$ cat src/sv/tcws_pkg.sv
// ----------------------------------------------------------------------------
// tcws_pkg
// Shared types and codes for the three-class weighted transmit scheduler.
// ----------------------------------------------------------------------------
package tcws_pkg;

  localparam int TAG_W       = 16;
  localparam int CLS_W       = 2;
  localparam int STATUS_W    = 3;
  localparam int LIMIT_W     = 4;
  localparam int NUM_CLASSES = 3;

  // operation codes
  localparam logic OP_ENQUEUE = 1'b0;
  localparam logic OP_SLOT    = 1'b1;

  // priority classes
  localparam logic [CLS_W-1:0] CLS_HIGH    = 2'd0;
  localparam logic [CLS_W-1:0] CLS_MEDIUM  = 2'd1;
  localparam logic [CLS_W-1:0] CLS_LOW     = 2'd2;
  localparam logic [CLS_W-1:0] CLS_INVALID = 2'd3;

  localparam logic [LIMIT_W-1:0] LIMIT_RESET = 4'd2;
  localparam logic [LIMIT_W-1:0] BURST_MAX   = 4'hF;

  typedef enum logic [STATUS_W-1:0] {
    ST_OK           = 3'd0,
    ST_NO_CHANNEL   = 3'd1,
    ST_BAD_PRIORITY = 3'd2,
    ST_FULL         = 3'd3,
    ST_EMPTY        = 3'd4,
    ST_REFUSED      = 3'd5
  } status_e;

  typedef enum logic [1:0] {
    S_IDLE,
    S_EXEC,
    S_READ
  } ctrl_state_e;

  typedef struct packed {
    logic             operation;
    logic [CLS_W-1:0] priority_class;
    logic [TAG_W-1:0] package_tag;
    logic             channel_known;
    logic             link_accepts;
  } in_item_t;

  typedef struct packed {
    logic [STATUS_W-1:0] status_code;
    logic                sent_valid;
    logic [TAG_W-1:0]    sent_tag;
    logic [CLS_W-1:0]    sent_class;
  } out_item_t;

  // controller to datapath
  typedef struct packed {
    logic load_item;
    logic commit_enq;
    logic latch_pick;
    logic commit_slot;
  } ctrl_cmd_t;

  // datapath to controller
  typedef struct packed {
    logic is_slot;
  } dp_status_t;

endpackage

$ cat src/sv/tcws_ctrl.sv
// ----------------------------------------------------------------------------
// tcws_ctrl
// Sequencer for one request at a time; owns the result valid flag.
// ----------------------------------------------------------------------------
module tcws_ctrl import tcws_pkg::*; (
  input  logic       clk_i,
  input  logic       rst_ni,
  input  logic       in_valid_i,
  output logic       in_ready_o,
  input  logic       out_ready_i,
  output logic       out_valid_o,
  input  dp_status_t status_i,
  output ctrl_cmd_t  cmd_o
);

  ctrl_state_e state_q, state_d;
  logic        out_valid_q, out_valid_d;
  logic        slot_free;
  logic        commit;

  assign slot_free = !out_valid_q || out_ready_i;

  always_ff @(posedge clk_i or negedge rst_ni) begin
    if (!rst_ni) begin
      state_q     <= S_IDLE;
      out_valid_q <= 1'b0;
    end else begin
      state_q     <= state_d;
      out_valid_q <= out_valid_d;
    end
  end

  always_comb begin
    state_d    = state_q;
    cmd_o      = '0;
    in_ready_o = 1'b0;
    commit     = 1'b0;
    case (state_q)
      S_IDLE: begin
        in_ready_o = 1'b1;
        if (in_valid_i) begin
          cmd_o.load_item = 1'b1;
          state_d         = S_EXEC;
        end
      end
      S_EXEC: begin
        if (status_i.is_slot) begin
          // queue head read is registered, so the pick is latched and committed from S_READ
          cmd_o.latch_pick = 1'b1;
          state_d          = S_READ;
        end else if (slot_free) begin
          cmd_o.commit_enq = 1'b1;
          commit           = 1'b1;
          state_d          = S_IDLE;
        end
      end
      S_READ: begin
        if (slot_free) begin
          cmd_o.commit_slot = 1'b1;
          commit            = 1'b1;
          state_d           = S_IDLE;
        end
      end
      default: begin
        state_d = S_IDLE;
      end
    endcase

    if (commit) begin
      out_valid_d = 1'b1;
    end else if (out_ready_i) begin
      out_valid_d = 1'b0;
    end else begin
      out_valid_d = out_valid_q;
    end
  end

  assign out_valid_o = out_valid_q;

endmodule

$ cat src/sv/tcws_dp.sv
// ----------------------------------------------------------------------------
// tcws_dp
// Queue storage, pointers, burst counter, class selection and result register.
// ----------------------------------------------------------------------------
module tcws_dp import tcws_pkg::*; #(
  parameter int QUEUE_DEPTH = 16,
  parameter int TAG_BITS    = 16
) (
  input  logic               clk_i,
  input  logic               rst_ni,
  input  ctrl_cmd_t          cmd_i,
  output dp_status_t         status_o,
  input  in_item_t           in_data_i,
  input  logic               cfg_we_i,
  input  logic [LIMIT_W-1:0] cfg_data_i,
  output out_item_t          out_data_o
);

  localparam int PTR_W = (QUEUE_DEPTH > 1) ? $clog2(QUEUE_DEPTH) : 1;
  localparam int CNT_W = $clog2(QUEUE_DEPTH + 1);
  localparam int SUM_W = CNT_W + 1;

  in_item_t           item_q;
  logic [LIMIT_W-1:0] limit_q;
  logic [LIMIT_W-1:0] burst_q, burst_d;
  logic [PTR_W-1:0]   head_q  [NUM_CLASSES];
  logic [PTR_W-1:0]   head_d  [NUM_CLASSES];
  logic [CNT_W-1:0]   count_q [NUM_CLASSES];
  logic [CNT_W-1:0]   count_d [NUM_CLASSES];
  logic [TAG_BITS-1:0] rd_q   [NUM_CLASSES];
  logic [CLS_W-1:0]   pick_q, pick_d;
  logic               pick_none_q, pick_none_d;
  out_item_t          out_q, out_d;

  logic               push_en;
  logic [CLS_W-1:0]   push_cls;
  logic [PTR_W-1:0]   tail;
  logic [SUM_W-1:0]   tail_sum;
  logic [TAG_BITS-1:0] push_tag;
  logic [TAG_BITS-1:0] head_tag;

  assign status_o.is_slot = (item_q.operation == OP_SLOT);
  assign push_tag         = TAG_BITS'(item_q.package_tag);
  assign push_cls         = item_q.priority_class;
  assign out_data_o       = out_q;

  // strict priority for high, weighted turn between medium and low
  always_comb begin
    pick_d      = CLS_HIGH;
    pick_none_d = 1'b0;
    if (count_q[CLS_HIGH] != '0) begin
      pick_d = CLS_HIGH;
    end else if (burst_q < limit_q && count_q[CLS_MEDIUM] != '0) begin
      pick_d = CLS_MEDIUM;
    end else if (count_q[CLS_LOW] != '0) begin
      pick_d = CLS_LOW;
    end else if (count_q[CLS_MEDIUM] != '0) begin
      pick_d = CLS_MEDIUM;
    end else begin
      pick_none_d = 1'b1;
    end
  end

  always_comb begin
    case (pick_q)
      CLS_HIGH:   head_tag = rd_q[0];
      CLS_MEDIUM: head_tag = rd_q[1];
      CLS_LOW:    head_tag = rd_q[2];
      default:    head_tag = '0;
    endcase
  end

  always_comb begin
    head_d   = head_q;
    count_d  = count_q;
    burst_d  = burst_q;
    push_en  = 1'b0;
    tail     = '0;
    tail_sum = '0;
    out_d    = out_q;

    if (cmd_i.commit_enq) begin
      out_d             = '0;
      out_d.status_code = ST_OK;
      if (!item_q.channel_known) begin
        out_d.status_code = ST_NO_CHANNEL;
      end else if (push_cls == CLS_INVALID) begin
        out_d.status_code = ST_BAD_PRIORITY;
      end else if (count_q[push_cls] == CNT_W'(QUEUE_DEPTH)) begin
        out_d.status_code = ST_FULL;
      end else begin
        // tail = head + count, wrapped once
        tail_sum = SUM_W'(head_q[push_cls]) + SUM_W'(count_q[push_cls]);
        if (tail_sum >= SUM_W'(QUEUE_DEPTH)) begin
          tail_sum = tail_sum - SUM_W'(QUEUE_DEPTH);
        end
        tail              = PTR_W'(tail_sum);
        push_en           = 1'b1;
        count_d[push_cls] = count_q[push_cls] + CNT_W'(1);
      end
    end

    if (cmd_i.commit_slot) begin
      out_d = '0;
      if (pick_none_q) begin
        out_d.status_code = ST_EMPTY;
      end else begin
        out_d.sent_tag   = TAG_W'(head_tag);
        out_d.sent_class = pick_q;
        if (item_q.link_accepts) begin
          out_d.status_code = ST_OK;
          out_d.sent_valid  = 1'b1;
          count_d[pick_q]   = count_q[pick_q] - CNT_W'(1);
          if (head_q[pick_q] == PTR_W'(QUEUE_DEPTH - 1)) begin
            head_d[pick_q] = '0;
          end else begin
            head_d[pick_q] = head_q[pick_q] + PTR_W'(1);
          end
          if (pick_q == CLS_MEDIUM) begin
            if (burst_q != BURST_MAX) begin
              burst_d = burst_q + LIMIT_W'(1);
            end
          end else if (pick_q == CLS_LOW) begin
            burst_d = '0;
          end
        end else begin
          out_d.status_code = ST_REFUSED;
        end
      end
    end
  end

  always_ff @(posedge clk_i or negedge rst_ni) begin
    if (!rst_ni) begin
      limit_q <= LIMIT_RESET;
      burst_q <= '0;
      for (int i = 0; i < NUM_CLASSES; i++) begin
        head_q[i]  <= '0;
        count_q[i] <= '0;
      end
    end else begin
      if (cfg_we_i) begin
        limit_q <= cfg_data_i;
      end
      burst_q <= burst_d;
      head_q  <= head_d;
      count_q <= count_d;
    end
  end

  always_ff @(posedge clk_i) begin
    if (cmd_i.load_item) begin
      item_q <= in_data_i;
    end
    if (cmd_i.latch_pick) begin
      pick_q      <= pick_d;
      pick_none_q <= pick_none_d;
    end
    out_q <= out_d;
  end

  // one tag memory per class, head entry read every cycle
  for (genvar g = 0; g < NUM_CLASSES; g++) begin : g_queue
    logic [TAG_BITS-1:0] mem_q [QUEUE_DEPTH];

    always_ff @(posedge clk_i) begin
      if (push_en && push_cls == CLS_W'(g)) begin
        mem_q[tail] <= push_tag;
      end
      rd_q[g] <= mem_q[head_q[g]];
    end
  end

endmodule

$ cat src/sv/three_class_weighted_tx_scheduler.sv
// ----------------------------------------------------------------------------
// three_class_weighted_tx_scheduler
// Strict priority for the high class, weighted turns between medium and low.
// ----------------------------------------------------------------------------
// sequence: an enqueue result is registered once the request has passed S_EXEC;
// a slot result once it has passed S_EXEC and S_READ (the registered queue read)
// flow: a new request is taken only in S_IDLE, after the last result is committed
// reset: queues empty, burst count 0, burst limit 2; tag memories not cleared
module three_class_weighted_tx_scheduler import tcws_pkg::*; #(
  parameter int QUEUE_DEPTH = 16,
  parameter int TAG_BITS    = 16
) (
  input  logic               clk_i,
  input  logic               rst_ni,
  input  logic               in_valid_i,
  output logic               in_ready_o,
  input  in_item_t           in_data_i,
  output logic               out_valid_o,
  input  logic               out_ready_i,
  output out_item_t          out_data_o,
  input  logic               cfg_valid_i,
  output logic               cfg_ready_o,
  input  logic [LIMIT_W-1:0] cfg_data_i
);

  ctrl_cmd_t  cmd;
  dp_status_t dp_status;

  assign cfg_ready_o = 1'b1;

  tcws_ctrl u_ctrl (
    .clk_i       (clk_i),
    .rst_ni      (rst_ni),
    .in_valid_i  (in_valid_i),
    .in_ready_o  (in_ready_o),
    .out_ready_i (out_ready_i),
    .out_valid_o (out_valid_o),
    .status_i    (dp_status),
    .cmd_o       (cmd)
  );

  tcws_dp #(
    .QUEUE_DEPTH (QUEUE_DEPTH),
    .TAG_BITS    (TAG_BITS)
  ) u_dp (
    .clk_i      (clk_i),
    .rst_ni     (rst_ni),
    .cmd_i      (cmd),
    .status_o   (dp_status),
    .in_data_i  (in_data_i),
    .cfg_we_i   (cfg_valid_i && cfg_ready_o),
    .cfg_data_i (cfg_data_i),
    .out_data_o (out_data_o)
  );

  // only one request in flight
  a_one_in_flight: assert property (@(posedge clk_i) disable iff (!rst_ni)
    in_valid_i && in_ready_o |=> !in_ready_o)
    else $error("request taken while another is in flight");

  // a package leaves a queue only with an ok status
  a_sent_ok: assert property (@(posedge clk_i) disable iff (!rst_ni)
    out_valid_o && out_data_o.sent_valid |-> out_data_o.status_code == ST_OK)
    else $error("sent package without ok status");

  a_class_legal: assert property (@(posedge clk_i) disable iff (!rst_ni)
    out_valid_o |-> out_data_o.sent_class != CLS_INVALID)
    else $error("result names an invalid class");

endmodule
$ cat config.mk
export PLATFORM = sky130hd
export DESIGN_NAME = three_class_weighted_tx_scheduler
export DESIGN_NICKNAME = d
export VERILOG_FILES = /design/src/sv/tcws_pkg.sv /design/src/sv/tcws_ctrl.sv /design/src/sv/tcws_dp.sv /design/src/sv/three_class_weighted_tx_scheduler.sv
export SDC_FILE = /design/constraint.sdc
export NUM_CORES = 1
export LEC_CHECK = 0
export BUFFER_PORTS_ARGS = -buffer_cell sky130_fd_sc_hd__buf_2
export CAP_MARGIN = 40
export CORE_ASPECT_RATIO = 0.8
export CORE_MARGIN = 2
export CORE_UTILIZATION = 35
export CTS_CLUSTER_DIAMETER = 50
export DETAILED_ROUTE_END_ITERATION = 6
export GPL_ROUTABILITY_DRIVEN = 0
export SYNTH_ARGS = -nofsm -noshare
export SYNTH_HDL_FRONTEND = slang
export SYNTH_SLANG_ARGS = --single-unit
$ cat constraint.sdc
create_clock -name clk_i -period 4 [get_ports clk_i]
set_clock_uncertainty 0.15 [all_clocks]
set_input_delay 0 -clock clk_i [delete_from_list [all_inputs] [get_ports clk_i]]
set_output_delay 0 -clock clk_i [all_outputs]
set_load 0.02 [all_outputs]
Yosys cells after proc, flatten, opt, wreduce, memory -nomap -nowiden:

Memory sizes are Yosys's and may differ from the RTL's.
Cells that the tools add are included.

* bits in registers: 84
* RAM bits: 816
* output and inout bits: 25
* word-level logic and storage cells: 152
* memories kept: 4

Memories
* u_dp.g_queue[0].mem_q: depth 16, bits a word 16, read ports 1, clocked after memory_dff 0, wr ports 1, line tcws_dp.sv:164 `logic [TAG_BITS-1:0] mem_q [QUEUE_DEPTH];`
* u_dp.g_queue[1].mem_q: depth 16, bits a word 16, read ports 1, clocked after memory_dff 0, wr ports 1, line tcws_dp.sv:164
* u_dp.g_queue[2].mem_q: depth 16, bits a word 16, read ports 1, clocked after memory_dff 0, wr ports 1, line tcws_dp.sv:164
* u_dp.rd_q: depth 3, bits a word 16, read ports 3, clocked after memory_dff 0, wr ports 3, line tcws_dp.sv:30 `logic [TAG_BITS-1:0] rd_q [NUM_CLASSES];`

* $add $sub $neg: 6
* magnitude comparators: 6
* equal/unequal tests: 12
* muxes and demuxes: 76
* bitwise logic cells: 5
* reductions and logical operators: 21

Operator list (number)
* 2-to-1 mux 15 bit: 7
* 2-to-1 mux 4 bit: 13
* one-hot mux 16 bit (3 select lines): 1
* 2-to-1 mux 22 bit: 2
* bitwise mux 15 bit: 2
* 2-to-1 mux 5 bit: 6
* 2-to-1 mux 1 bit: 23
* binary-select mux 5 bit (select 2 bit): 2
* demux 5 bit (select 2 bit): 2
* 2-to-1 mux 19 bit: 1
* binary-select mux 4 bit (select 2 bit): 2
* nonzero test 5 bit: 3
* AND 12 bit: 1
* bitwise mux 12 bit: 1
* 2-to-1 mux 12 bit: 1
* 2-to-1 mux 2 bit: 6
* 2-to-1 mux 3 bit: 4
* NOT 12 bit: 1
* adder 4 x 1 -> 4 bit, second input constant: 2
* demux 4 bit (select 2 bit): 1
* equality test 2 bit, second input constant: 4
* adder 4 x 5 -> 6 bit: 1
* equality test 2 x 1 -> 1 bit, second input constant: 3
* greater-or-equal comparator 3 bit, second input constant: 2
* 23 further kinds: 35

Depth between registers and ports, before layout:

* depth in word-level cells: 14
* mapped depth: 13
* mapped depth without buffers: 11

By module:

From an unflattened synthesis, not the netlist that was laid out.

* cell total of the unflattened synthesis: 1582
* area, all modules: 34622.0 um^2

Modules (own cells, without submodules)
* tcws_dp: times used 1, cells an instance 1554, area each 34355.4 um^2, seq. area each 26281.5 um^2
* tcws_ctrl: times used 1, cells an instance 26, area each 255.2 um^2, seq. area each 75.1 um^2
* three_class_weighted_tx_scheduler: times used 1, cells an instance 2, area each 11.3 um^2, seq. area each 0.0 um^2

Worst setup path before layout:

OpenSTA, ideal clock, no wires.

* kind: register to register
* from: reg u_dp.head_q[1] in the netlist's numbering
* to: mem u_dp.g_queue[1].mem_q[15][0] (enable)
* library setup time: 0.388 ns
* arrival time: 3.402 ns
* data required time: 3.462 ns
* setup slack: 0.059 ns
* cell stages (with the launch flop): 12
* path buffers: 2
* cells stage by stage: dfrtp_1 -> clkbuf_1 -> clkbuf_1 -> mux2i_1 -> o21ai_0 -> ha_1 -> a21o_1 -> a21oi_1 -> xnor2_2 -> xor2_2 -> nand3_2 -> nor2_1

* cells in the longest elaborated chain, start to end: 10

Ends and longest elaborated chain
* start, declared: line tcws_dp.sv:26 `logic [PTR_W-1:0] head_q [NUM_CLASSES];`
* start signal, assigned by index: line tcws_dp.sv:138 `head_q[i] <= '0;`
* start signal, assigned: line tcws_dp.sv:146 `head_q <= head_d;`
* binary-select mux 4 bit (select 2 bit) *: line tcws_dp.sv:93 `tail_sum = SUM_W'(head_q[push_cls]) + SUM_W'(count_q[push_cls]);`
* 2-to-1 mux 4 bit (implied by the code) * (2 in series): line tcws_dp.sv:93
* adder 4 x 5 -> 6 bit *: line tcws_dp.sv:93
* greater-or-equal comparator 6 x 5 -> 1 bit / subtractor 4 x 1 -> 4 bit (equally long branches): line tcws_dp.sv:94, tcws_dp.sv:95
* 2-to-1 mux 4 bit *: line tcws_dp.sv:94 `if (tail_sum >= SUM_W'(QUEUE_DEPTH)) begin`
* 2-to-1 mux 4 bit *: line tcws_dp.sv:89 `end else if (count_q[push_cls] == CNT_W'(QUEUE_DEPTH)) begin`
* 2-to-1 mux 4 bit *: line tcws_dp.sv:87 `end else if (push_cls == CLS_INVALID) begin`
* 2-to-1 mux 4 bit *: line tcws_dp.sv:85 `if (!item_q.channel_known) begin`
* 2-to-1 mux 4 bit *: line tcws_dp.sv:82 `if (cmd_i.commit_enq) begin`
* end, declared: line tcws_dp.sv:164

Mark *: on every way between the ends. The rest lies on a longest branch, timed or not. The select of a mux whose other input is x is not followed.

Worst setup path after layout:

* from: reg u_dp.item_q, in the netlist u_dp.push_cls[1]
* to: mem u_dp.g_queue[1].mem_q[9][7] (enable)

* cells in the longest elaborated chain, start to end: 12

Ends and longest elaborated chain
* start, declared: line tcws_dp.sv:23 `in_item_t item_q;`
* start signal, assigned: line tcws_dp.sv:153 `item_q <= in_data_i;`
* branches (longest 12 deep; another with adder 4 x 5 -> 6 bit)

Several ways; the timed one is not identified. The select of a mux whose other input is x is not followed.

==> run_results.csv <==
group,metric,value,unit
power,internal-power,0.0179,W
min_path,hold_path_class,"primary input to flip-flop",
clock_tree,root_buffer,"clkbuf_16",
power,p_switching,0.00667,W
global_routing,antenna_found_initial,0,
power,p_seq_share,46.6,%
synthesis,netlist_instances,1605,
timing,finalCritPeriodShare,95.6,%
cells_and_area,final_cell_area,40700,um2
worst_setup_path,crit_path_start_kind,"flip-flop",
detailed_routing,wl_per_cell,26.2,um
power,p_per_area,604,nW/um2
global_routing,grt_pass1_wl,122,mm
placed_design,place_ws,0.223,ns
detailed_routing,drtAntennaViolNets,0,
worst_setup_path,cp_num_buf_inv,2,
synthesis,async_flop_share,4.22,%
worst_setup_path,crit_fanout,16,
timing,fmax,262,MHz
min_path,hp-start,"out_ready_i",
global_routing,grt_start_max_net_pins,61,
clock_tree,clock_latency,0.63,ns
detailed_routing,dr.pass1.iters,5,
worst_setup_path,cpPeakStageDelay,0.50,ns
power,swShare,27.1,%
timing,holdWs,0.0898,ns
clock_tree,clkSlewWorstSetupHoldPaths,0.07,ns
die,die_w,355,um
timing,slew_violations,0,
detailed_routing,route.vias.total,17000,
worst_setup_path,crit_type,"flip-flop to flip-flop",
power,p_leak,13.1,nW
global_routing,grt_overflow_total,0,
worst_setup_path,cpLargestDelayFamily,"simple AND/OR/NAND/NOR gates",
synthesis,yosys_warnings,0,
worst_setup_path,cp-end-kind,"flip-flop",
die,core_area,98200,um2
die,start_util,35.2,%
power,clkPwrFrac,34.6,%
synthesis,yosysSeqAreaShare,76.3,%
detailed_routing,viasPerCell,5.28,
timing,rsz0062_at_grt,"yes",
die,dieHeight,285,um
worst_setup_path,cp_slowest_cell,"edfxtp_1",
min_path,holdPathEnd,"u_ctrl.out_valid_o",
cells_and_area,final_nets,1880,
timing,max_slew_margin,41.0,%
worst_setup_path,path_cells,"buf_4 -> nand2b_1 -> o22ai_1 -> ha_1 -> a21oi_1 -> xnor2_2 -> xor2_2 -> nand3_2 -> nor2_1 -> buf_4",
synthesis,ys.flop_type,"edfxtp_1",
timing,setup_violations,0,
synthesis,netlist_area,34500,um2
worst_setup_path,cp_data_arrival_time,3.98,ns
global_routing,grt_use_total,16.7,%
cells_and_area,layout-drive-gt1-share,30.5,%
die,die_area,101000,um2
worst_setup_path,r2r_slack,0.18,ns
worst_setup_path,cp_common_cell,"buf_4",
global_routing,grt_pass1_vias,16800,
run_status,status,"finished, final reports clean",
detailed_routing,drc_errors,0,
synthesis,ys_types,52,
die,ios,55,
synthesis,ys_ff_latch,900,
clock_tree,cts_tree,"yes",
synthesis,synth_fp_nets,1651,
timing,fin_crit,3.82,ns
placed_design,portBuffers,53,
cells_and_area,area_delta_synth_final,17.9,%
power,peakVddDrop,0.000365,V
clock_tree,clk_path_buf_depth,3,
cells_and_area,fillers,8526,
timing,fin_ws,0.177,ns
detailed_routing,drt_iter0_drc,1836,
synthesis,synth_edf_count,814,
die,std_cell_rows,103,
worst_setup_path,r2r-start,"u_dp.push_cls[1]",
synthesis,synth.avg_cell_area,21.5,um2
timing,worst_pin_slew,0.885,ns
clock_tree,htree_levels,3,
worst_setup_path,crit_required,4.16,ns
worst_setup_path,r2r_cells,10,
placed_design,place.detailed.hpwl,53.6,mm
min_path,min_path_cells,4,
cells_and_area,diodes,0,
detailed_routing,routed_wl,84.3,mm
worst_setup_path,reg2reg_to,"u_dp.g_queue[1].mem_q[9][7]",
clock_tree,numCtsBuffers,88,
power,pwr-share-comb,18.8,%
flow_run,drv_cap,0,
placed_design,placed_cell_area,37100,um2
timing,hold_viol,0,
clock_tree,clock-sinks,900,
-- synthesized netlist by cell type (6+ instances only) --
cell        n  area [um2]
nor2_1    108         405
buf_2      28         140
xnor2_1     7        61.3
nand3_1    13        65.1
nor3_1      7        35.0
buf_1      12        45.0
a21oi_1    33         165
mux4_2    240        5410
dfrtp_1    37         926
buf_6       6        67.6
inv_1      13        48.8
nand2_1    40         150
mux2i_1    55         551
ha_1       15         188
clkbuf_1   30         113
dfxtp_1    48         961
edfxtp_1  814       24400
nor2b_1    10        62.6
o21ai_0    23         115
-- power groups by stage --
| stage | clock [W] | sequential (W) | combinational, W |
|---|---|---|---|
| 2_1_floorplan | 0 | 0.0117 | 0.00265 |
| 3_3_place_gp | 0 | 0.0117 | 0.00436 |
| 3_5_place_dp | 0 | 0.0116 | 0.00461 |
| 4_1_cts | 0.00864 | 0.0114 | 0.00467 |
| 5_1_grt | 0.00901 | 0.0115 | 0.00493 |
| 6_report | 0.00849 | 0.0115 | 0.00463 |
-- timing repair --
item / in CTS / in global routing
endpoints found under the setup margin: 0 / 106
hold endpoints to repair: 70 / 0
setup buffers: 0 / 0
hold buffers: 58 / 0
resized for setup: 0 / 1
-- cells in the final DEF (no fill, tap or decap), types with 4 or more instances in the layout --
| cell type | instances |
|---|---|
| buf_16 | 7 |
| bufinv_16 | 9 |
| xnor2_1 | 7 |
| clkinvlp_4 | 4 |
| xor2_1 | 5 |
| clkbuf_1 | 15 |
| nor2b_1 | 9 |
| nand2b_1 | 5 |
| inv_1 | 13 |
| a21o_1 | 4 |
| mux2_2 | 5 |
| clkbuf_16 | 94 |
| dlygate4sd3_1 | 58 |
| clkinv_1 | 13 |
| inv_6 | 4 |
| dfrtp_1 | 31 |
| nor3_1 | 7 |
| buf_4 | 96 |
| clkinv_2 | 15 |
| clkbuf_8 | 5 |
| a21oi_1 | 33 |
| mux4_2 | 240 |
| o21ai_0 | 23 |
| nor2_2 | 17 |
| buf_2 | 53 |
| edfxtp_1 | 814 |
| and3_1 | 4 |
| nand2_1 | 40 |
| nor2_1 | 91 |
| ha_1 | 15 |
| mux2i_1 | 55 |
| nand3_1 | 13 |
| dfxtp_1 | 48 |
-- layout make-up --
type | count | area (um2) | share of cell area (%)
repair buffers | 219 | 1850 | 4.54
clock buffers | 114 | 2480 | 6.09
inverters | 13 | 48.8 | 0.120
multi-input cells | 612 | 7780 | 19.1
well taps | 1312 | 1640 | 4.03
flip-flops and latches | 900 | 26400 | 64.8
clock inverters | 51 | 522 | 1.28
-- per-layer routing --
layer | part of all wire (%) | wire (um) | vias to the layer above | GRT usage [%]
met4 | 1.6 | 1340 | 0 | 3.36
met5 | 0 | 0 | - | 0
met1 | 46 | 38600 | 9118 | 25.9
met3 | 8.6 | 7250 | 90 | 3.78
li1 | - | - | 7050 | -
met2 | 44 | 37100 | 744 | 24.0
-- sequential cells by signal (all words and copies together) (netlist names), 4 cells and up --
signal and flops:
u_dp.out_data_o 22, u_dp.burst_q 4, u_dp.count_q 15, u_dp.head_q 12, u_dp.push_tag 16, u_dp.g_queue.mem_q 768
u_dp.limit_q 4, u_dp.rd_q 48
-- worst max path at each step --
stage                                start                            to  cells after the start
after floorplan             u_dp.head_q[1]  u_dp.g_queue[1].mem_q[15][0]                     11
after detailed placement  u_dp.push_cls[1]   u_dp.g_queue[1].mem_q[9][7]                     11
final                     u_dp.push_cls[1]   u_dp.g_queue[1].mem_q[9][7]                     10
after global placement    u_dp.push_cls[1]  u_dp.g_queue[1].mem_q[9][14]                     11
after global routing      u_dp.push_cls[1]   u_dp.g_queue[1].mem_q[9][7]                     10
after CTS                 u_dp.push_cls[1]   u_dp.g_queue[1].mem_q[9][4]                     11
-- cells by family after synthesis --
| group | Yosys count | share of synthesized area [%] |
|---|---|---|
| AO/OA/AOI/OAI | 75 | 1.30 |
| XOR/XNOR | 15 | 0.446 |
| other | 1 | 0.0109 |
| flip-flops | 900 | 76.3 |
| adder cells (fa/ha/maj) | 16 | 0.602 |
| multiplexers | 300 | 17.4 |
| buffers and inverters | 93 | 1.28 |
| AND/OR/NAND/NOR | 205 | 2.61 |
-- per-stage QoR --
step | util, % | total power, W | setup TNS, ns | std cells
global placement | 37.5 | 0.0161 | 0 | 2986
floorplan | - | 0.0144 | 0 | 1605
detailed placement | 37.8 | 0.0163 | 0 | 2998
finish | 41.4 | 0.0246 | 0 | 3221
CTS | 41.4 | 0.0248 | 0 | 3221
global route | 41.4 | 0.0254 | -0.269 | 3221
-- worst reg2reg max path, delay by kind of cell (launching register included) --
family	cells	cell delay, ns
fa+ha+maj	1	0.36
flops	1	0.50
xor+xnor	2	0.51
compound gates	2	0.64
buf+inv	2	0.52
simple gates	3	0.82
(Power assumes the default switching activity.)
